==> src/design/yccrgb_pkg.sv <==
// shared types and constants for the ycbcr/ycck to rgb converter
// no dependencies
`default_nettype none

package yccrgb_pkg;

  localparam int SAMPLE_W    = 16;
  localparam int MODE_W      = 2;
  localparam int PREC_W      = 5;
  localparam int CFG_IDX_W   = 1;
  localparam int CFG_DATA_W  = 8;
  localparam int PIPE_STAGES = 7;
  localparam int LANE_STAGES = 4;

  localparam logic [MODE_W-1:0] MODE_GRAY  = 2'd0;
  localparam logic [MODE_W-1:0] MODE_YCBCR = 2'd1;
  localparam logic [MODE_W-1:0] MODE_YCCK  = 2'd2;

  localparam logic [CFG_IDX_W-1:0] CFG_COMPONENT_MODE   = 1'd0;
  localparam logic [CFG_IDX_W-1:0] CFG_SAMPLE_PRECISION = 1'd1;

  localparam logic [MODE_W-1:0] MODE_RESET = MODE_YCBCR;
  localparam logic [PREC_W-1:0] PREC_RESET = 5'd8;

  typedef struct packed {
    logic [SAMPLE_W-1:0] luma;
    logic [SAMPLE_W-1:0] chroma_blue;
    logic [SAMPLE_W-1:0] chroma_red;
    logic [SAMPLE_W-1:0] black_level;
  } pix_in_t;

  typedef struct packed {
    logic [SAMPLE_W-1:0] red;
    logic [SAMPLE_W-1:0] green;
    logic [SAMPLE_W-1:0] blue;
  } pix_out_t;

  typedef struct packed {
    logic [LANE_STAGES-1:0] adv;
    logic                   ycck;
    logic [PREC_W-1:0]      shift;
    logic [SAMPLE_W-1:0]    maxv;
  } lane_ctl_t;

endpackage

`default_nettype wire

==> src/design/yccrgb_lane.sv <==
// one color lane: k multiply, round half away from zero, clamp
// depends on yccrgb_pkg
`default_nettype none

module yccrgb_lane #(
  parameter int COEF_FRAC_BITS = 14
) (
  input  wire logic                                clk,
  input  wire yccrgb_pkg::lane_ctl_t               ctl,
  input  wire logic                                zero,
  input  wire logic signed [COEF_FRAC_BITS+20-1:0] v,
  input  wire logic [yccrgb_pkg::SAMPLE_W-1:0]     k,
  output logic [yccrgb_pkg::SAMPLE_W-1:0]          res
);

  localparam int F  = COEF_FRAC_BITS;
  localparam int SW = yccrgb_pkg::SAMPLE_W;
  localparam int QW = F + 20;
  localparam int LO = QW / 2;
  localparam int HI = QW - LO;
  localparam int TW = F + 37;
  localparam int RW = TW - F;

  logic [SW-1:0]                  km;
  logic [SW+LO-1:0]               pp_lo_nxt, pp_lo_r;
  logic signed [SW+1+HI-1:0]      pp_hi_nxt, pp_hi_r;
  logic signed [TW-1:0]           t_nxt, t_r;
  logic [yccrgb_pkg::PREC_W-1:0]  shx;
  logic [TW-1:0]                  half;
  logic [TW-1:0]                  rnd_nxt, rnd_r;
  logic                           neg_r;
  logic [TW-1:0]                  shifted;
  logic [RW-1:0]                  mag;
  logic [SW-1:0]                  res_nxt, res_r;

  // partial products of k times v (k taken as 1 outside ycck)
  always_comb begin
    km        = ctl.ycck ? k : SW'(1);
    pp_lo_nxt = (SW+LO)'(km) * (SW+LO)'(v[LO-1:0]);
    pp_hi_nxt = (SW+1+HI)'($signed({1'b0, km})) * (SW+1+HI)'($signed(v[QW-1:LO]));
  end

  always_comb begin
    t_nxt = (TW'(pp_hi_r) <<< LO) + TW'($signed({1'b0, pp_lo_r}));
  end

  // magnitude plus half lsb of the final scale
  always_comb begin
    shx     = ctl.ycck ? ctl.shift : '0;
    half    = TW'(1) << (F - 1 + int'(shx));
    rnd_nxt = t_r[TW-1] ? (half - $unsigned(t_r)) : ($unsigned(t_r) + half);
  end

  always_comb begin
    shifted = rnd_r >> (F + int'(shx));
    mag     = shifted[RW-1:0];
    if (neg_r || zero) begin
      res_nxt = '0;
    end else if (mag > RW'(ctl.maxv)) begin
      res_nxt = ctl.maxv;
    end else begin
      res_nxt = mag[SW-1:0];
    end
  end

  always_ff @(posedge clk) begin
    if (ctl.adv[0]) begin
      pp_lo_r <= pp_lo_nxt;
      pp_hi_r <= pp_hi_nxt;
    end
    if (ctl.adv[1]) begin
      t_r <= t_nxt;
    end
    if (ctl.adv[2]) begin
      rnd_r <= rnd_nxt;
      neg_r <= t_r[TW-1];
    end
    if (ctl.adv[3]) begin
      res_r <= res_nxt;
    end
  end

  assign res = res_r;

endmodule

`default_nettype wire

==> config.mk <==
export PLATFORM = sky130hd
export DESIGN_NAME = yccrgb_lane
export DESIGN_NICKNAME = d
export VERILOG_FILES = /design/src/design/yccrgb_pkg.sv /design/src/design/yccrgb_lane.sv
export SDC_FILE = /design/constraint.sdc
export NUM_CORES = 2
export LEC_CHECK = 0
export ABC_AREA = 1
export BUFFER_PORTS_ARGS = -buffer_cell sky130_fd_sc_hd__buf_2
export CAP_MARGIN = 25
export CORE_ASPECT_RATIO = 0.8
export CORE_MARGIN = 3
export CORE_UTILIZATION = 42
export CTS_BUF_LIST = sky130_fd_sc_hd__clkbuf_4 sky130_fd_sc_hd__clkbuf_8 sky130_fd_sc_hd__clkbuf_16
export DETAILED_ROUTE_END_ITERATION = 10
export HOLD_SLACK_MARGIN = 0.05
export PLACE_DENSITY = 0.56
export SLEW_MARGIN = 30
export SYNTH_ARGS = -nofsm -noshare
export SYNTH_HDL_FRONTEND = slang
export SYNTH_SLANG_ARGS = --single-unit
==> constraint.sdc <==
create_clock -name clk -period 8.64 [get_ports clk]
set_input_delay 1.728 -clock clk [delete_from_list [all_inputs] [get_ports clk]]
set_output_delay 1.728 -clock clk [all_outputs]
set_load 0.005 [all_outputs]
Yosys cells after proc, flatten, opt, wreduce, memory -nomap -nowiden --
Index checks and enable logic that the tools add are counted.
Cells by class: add/sub/neg operators 5, multiply operators 2, $lt $le $gt $ge 1, shifts and indexed selects 2, multiplexer cells 4, reduce and logical (&&, ||, !) cells 1
Operators with widths (count):
- adder 51 x 34 -> 51 bit | 1
- adder 51 bit | 1
- two-way mux 51 bit | 1
- left shift 1 x 6 -> 51 bit, first input constant | 1
- right shift 51 x 6 -> 37 bit | 1
- subtractor 51 bit | 1
- > comparator 37 x 16 -> 1 bit | 1
- multiplier 17 x 17 -> 34 bit | 1
- multiplier 16 x 17 -> 33 bit | 1
- two-way mux 16 bit | 2
- adder 4 x 5 -> 6 bit, first input constant | 2
- two-way mux 5 bit | 1
- logical OR 1 bit | 1
Word-level totals: flip-flop bits (word level) 186, bits of input ports 78, logic and storage cells 21

Depth between registers and ports, before layout --
depth after elaboration 5, depth in mapped cells 31

Least setup slack after synthesis --
OpenSTA, ideal clock, no wires.
path kind input to register, start input port ctl[21] (netlist name), end register pp_lo_r[27] (data pin), arrival time 7.693 ns, required time 8.380 ns, setup slack 0.687 ns, cell stages on the path 26, path buffers 4, path through buf_4 -> buf_4 -> clkbuf_1 -> nand2_1 -> inv_1 -> clkbuf_1 -> nand2_1 -> fa_1 -> fa_1 -> fa_1 -> inv_1 -> fa_1 -> fa_1 -> inv_1 -> fa_1 -> inv_1 -> ha_1 -> nand2_1 -> nor2_1 -> nand2_1 -> o21ai_0 -> a21boi_0 -> o21ai_0 -> nand2_1 -> nand2_1 -> xor2_1
Between the ends: cells in the longest elaborated chain, start to end 2
RTL lines:
- start, declared | line yccrgb_lane.sv:9 | input wire yccrgb_pkg::lane_ctl_t ctl,
- two-way mux 16 bit | line yccrgb_lane.sv:38 | km = ctl.ycck ? k : SW'(1);
- multiplier 16 x 17 -> 33 bit | line yccrgb_lane.sv:39 | pp_lo_nxt = (SW+LO)'(km) * (SW+LO)'(v[LO-1:0]);
- via pp_lo_nxt[27] | line yccrgb_lane.sv:25 | logic [SW+LO-1:0] pp_lo_nxt, pp_lo_r;
- end signal, assigned | line yccrgb_lane.sv:68 | pp_lo_r <= pp_lo_nxt;
- end, declared | line yccrgb_lane.sv:25
The timed path passes the listed nets, and every way through them passes these cells. A chain may end at the register's enable or synchronous reset.

Final worst setup path --
Same ends and word-level chain as after synthesis.

==> impl_results.md <==
- Largest net degree at the start of global routing: 68
- # diodes: 0
- Synthesis-to-finish area growth: 7.184%
- IO Port Bufs: 93
- Final ANT Viol Nets: 0
- Row count: 89
- Max Fclk: 0.1276 GHz
- Setup TNS: 0 ns
- YS warnings: 0
- Max-cap violations: 0
- Worst-path cell chain: buf_2 > nand2_1 > inv_1 > nand2_1 > fa_1 > fa_1 > fa_1 > inv_1 > fa_1 > fa_1 > inv_1 > fa_1 > inv_1 > ha_1 > a21oi_1 > nand2_1 > a21oi_1 > o21ai_0 > buf_4 > a21boi_0 > o21ai_0 > nand2_1 > nand2_1 > xor2_1
- Core Area: 74050 um2
- Top cell type by total area after synthesis: fa_1
- Die X: 312.3 um
- Reg-to-Reg Start: t_r[0]
- Post-synth cell types: 51
- GPL Wtd Cong: 0.9319
- Mean Syn Cell Area: 7.751 um2
- Congestion Overflow GR: 0
- Root Buffer: clkbuf_16
- Clock sinks: 172
- # DRC: 0
- Tcrit/Tclk final: 90.71%
- Crit path DAT: 8.05 ns
- Pre-CTS setup slack: 0.4125 ns
- Top-area cell type share of the netlist area: 26.54%
- DRT iter0 DRCs: 1865
- Layout Cells excl Fill: 5144
- I/O pin cnt: 94
- Seq/Total Area, Yosys: 16.38%
- CP top delay family: adder cells
- First-pass GRT wire length: 145900 um
- Slowest-stage cell, CP: inv_1
- Buf+Inv Stages, Crit Path: 6
- Cell count along the critical path: 24
- CP Capture Type: register
- Crit path from: ctl[21]
- Main synth FF type: edfxtp_1
- Clk_lat worst skew: 0.46 ns
- Placed inst area: 33200 um2
- PD cells: 273.1 nW/um2
- Worst setup path endpoint: pp_lo_r[27]
- Vias per cell: 5.054
- Global Route Usage Sum: 23.54%
- Leakage: 0.01727 uW
- Final hold vios: 0
- Max_slew headroom: 44.11%
- Drt first pass iters: 8
- Ratio of cells with drive above 1 in the final layout: 4.924%
- Fin. max-slew vios: 0
- Hpwl dp: 76380 um
- Number of synthesized flops with an enable pin: 172
- CTS buffer count: 17
- Tightest Pin Transition: 0.8383 ns
- Minimum clock period: 7.837 ns
- Async S/R FF share, synth: 0%
- Resized cells post-CTS: 0
- Max stage delay on crit path: 0.55 ns
- Crit path kind: primary input to register
- Post-CTS setup buffers: 0
- Average wire per standard cell: 17.71 um
- Class of the worst hold path: register to register
- Placed Cells incl. Taps: 5112
- Clk_skew: 0.01186 ns
- Clock transition at path regs: 0.07 ns
- Status: finished clean
- Design area: 33790 um2
- Most used cell, CP: fa_1
- Height of the die: 251.0 um
- CP max FO: 16
- Final setup violation count: 0
- PnR worst setup slack: 0.8025 ns
- Reg2reg end: rnd_r[49]
- Starting Density: 42.57%
- Area of the die: 78400 um2
- Max VDD drop: 0.0001856 V
- Synthesized flop and latch total: 172
- Worst Path Required: 8.85 ns
- Worst reg2reg path depth: 20
- Area contributors post-synth: fa_1 (27%), edfxtp_1 (16%), ha_1 (13%)
- Final WL: 91090 um
- Worst Setup Start Kind: primary input
- CTS max path bufs: 2
- Synthesized area: 31530 um2
- CTS H-Tree Depth: 4
- Routed via count: 26000
- RSZ-0062 raised after global routing: no
- Reg2Reg Setup Slack: 3.68 ns
- Vias in the first global route: 26270
- Hold buffer count at cts: 0
- Final nets: 4941
- CTS tree: yes
- Initial antenna violation count: 1
- Power after layout: 9229 uW
- Syn Inst Count: 4067
per-layer routing:
layer	wire (um)	GRT usage (%)	vias up
met2	39630	37.10	783
met4	1822	5.378	0
li1	-	-	12760
met1	44180	34.72	12360
met3	5462	2.802	97
met5	0	0	-
metrics by stage:
stage	hold slack (ns)	util, %
3_5_place_dp	0.4057	44.84
3_3_place_gp	0.4029	44.83
2_1_floorplan	0.4003	-
5_1_grt	0.4288	45.63
4_1_cts	0.4204	45.63
6_report	0.4169	45.63
report_power, final:
part | switching [uW] | leakage [uW] | internal [uW] | total, uW
Combinational | 4260 | 0.0153 | 2460 | 6730
Clock | 341 | 0.000290 | 430 | 771
Sequential | 194 | 0.00169 | 1540 | 1730
cells in the mapped netlist (2+ instances only):
cell type	instances
clkbuf_1	72
or2_2	7
o2111ai_1	4
buf_4	7
a211oi_1	5
a31oi_1	15
nand2_1	809
a22oi_1	3
nor2_1	557
o221ai_1	2
xnor2_1	61
buf_1	20
ha_1	315
a31o_2	2
edfxtp_1	172
a21o_1	22
o211ai_1	11
buf_6	2
nor3_1	38
nand3b_1	5
buf_2	17
o21ai_1	2
and3_1	3
a21boi_0	4
nand3_1	168
a221oi_1	3
o21a_1	7
clkinv_1	11
nor4_1	15
o21ai_0	147
xor2_1	111
nand2_2	4
nand4_1	31
inv_2	5
fa_1	418
o31ai_1	2
and2_1	3
o21bai_1	12
inv_1	788
o22ai_1	3
a21oi_1	174
cell type report:
class                           count  area (um2)
Fill cell                        7595       40260
Multi-Input combinational cell   2989       22900
Sequential cell                   172        5165
Inverter                          804        3018
Tap cell                         1001        1252
Timing Repair Buffer              146       865.8
Clock buffer                       17       425.4
Clock inverter                     15       161.4
worst min-delay path by stage:
stage          slack [ns]  endpoint  startpoint  depth (start not counted)
6_report             0.42    t_r[6]  pp_lo_r[6]                          0
5_1_grt              0.43    t_r[4]  pp_lo_r[4]                          0
4_1_cts              0.42    t_r[6]  pp_lo_r[6]                          0
3_5_place_dp         0.41    t_r[0]  pp_lo_r[0]                          0
3_3_place_gp         0.40    t_r[0]  pp_lo_r[0]                          0
2_1_floorplan        0.40    t_r[0]  pp_lo_r[0]                          0
flip-flops by register name (all words and copies together), names as in the netlist:
name,count
pp_hi_r,34
neg_r,1
rnd_r,37
res,16
pp_lo_r,33
t_r,51
cell usage in the layout, fill, tap and decap left out, types with 7 or more instances in the layout:
| cell | count |
|---|---|
| a21o_1 | 22 |
| a21oi_1 | 174 |
| buf_2 | 92 |
| xor2_1 | 111 |
| nor2_1 | 555 |
| edfxtp_1 | 172 |
| nor4_1 | 15 |
| conb_1 | 17 |
| clkinv_1 | 12 |
| or2_2 | 7 |
| fa_1 | 418 |
| buf_4 | 54 |
| o21ai_0 | 147 |
| nand2_1 | 809 |
| nor3_1 | 38 |
| xnor2_1 | 61 |
| clkbuf_16 | 17 |
| inv_1 | 788 |
| a31oi_1 | 15 |
| nand4_1 | 31 |
| o21bai_1 | 12 |
| o211ai_1 | 11 |
| ha_1 | 315 |
| nand3_1 | 168 |
| o21a_1 | 7 |
kinds of logic (layout without fill, tap and decap cells):
logic type	after synthesis	in the layout	synth area share [%]
AND/OR/NAND/NOR	1645	1645	21.09
buffers and inverters	922	982	11.18
adder cells (fa/ha/maj)	733	733	39.05
AO/OA/AOI/OAI	421	421	7.477
XOR/XNOR	172	172	4.779
flip-flops	172	172	16.38
other	1	17	0.01190
multiplexers	1	1	0.03175
worst register-to-register path, stage by stage (launching register included):
cell,delay [ns]
edfxtp_1,0.35
inv_1,0.16
ha_1,0.22
nand3_1,0.16
nor2_1,0.12
nand3_1,0.14
nor2_1,0.13
nand4_1,0.13
or2_2,0.36
o21ai_0,0.42
o21ai_0,0.27
o21ai_0,0.20
nand2_1,0.09
ha_1,0.36
nand2_1,0.15
inv_1,0.05
a21oi_1,0.15
o21ai_0,0.22
a221oi_1,0.50
nand3_1,0.32
xor2_1,0.23
(Power assumes the default switching activity.)
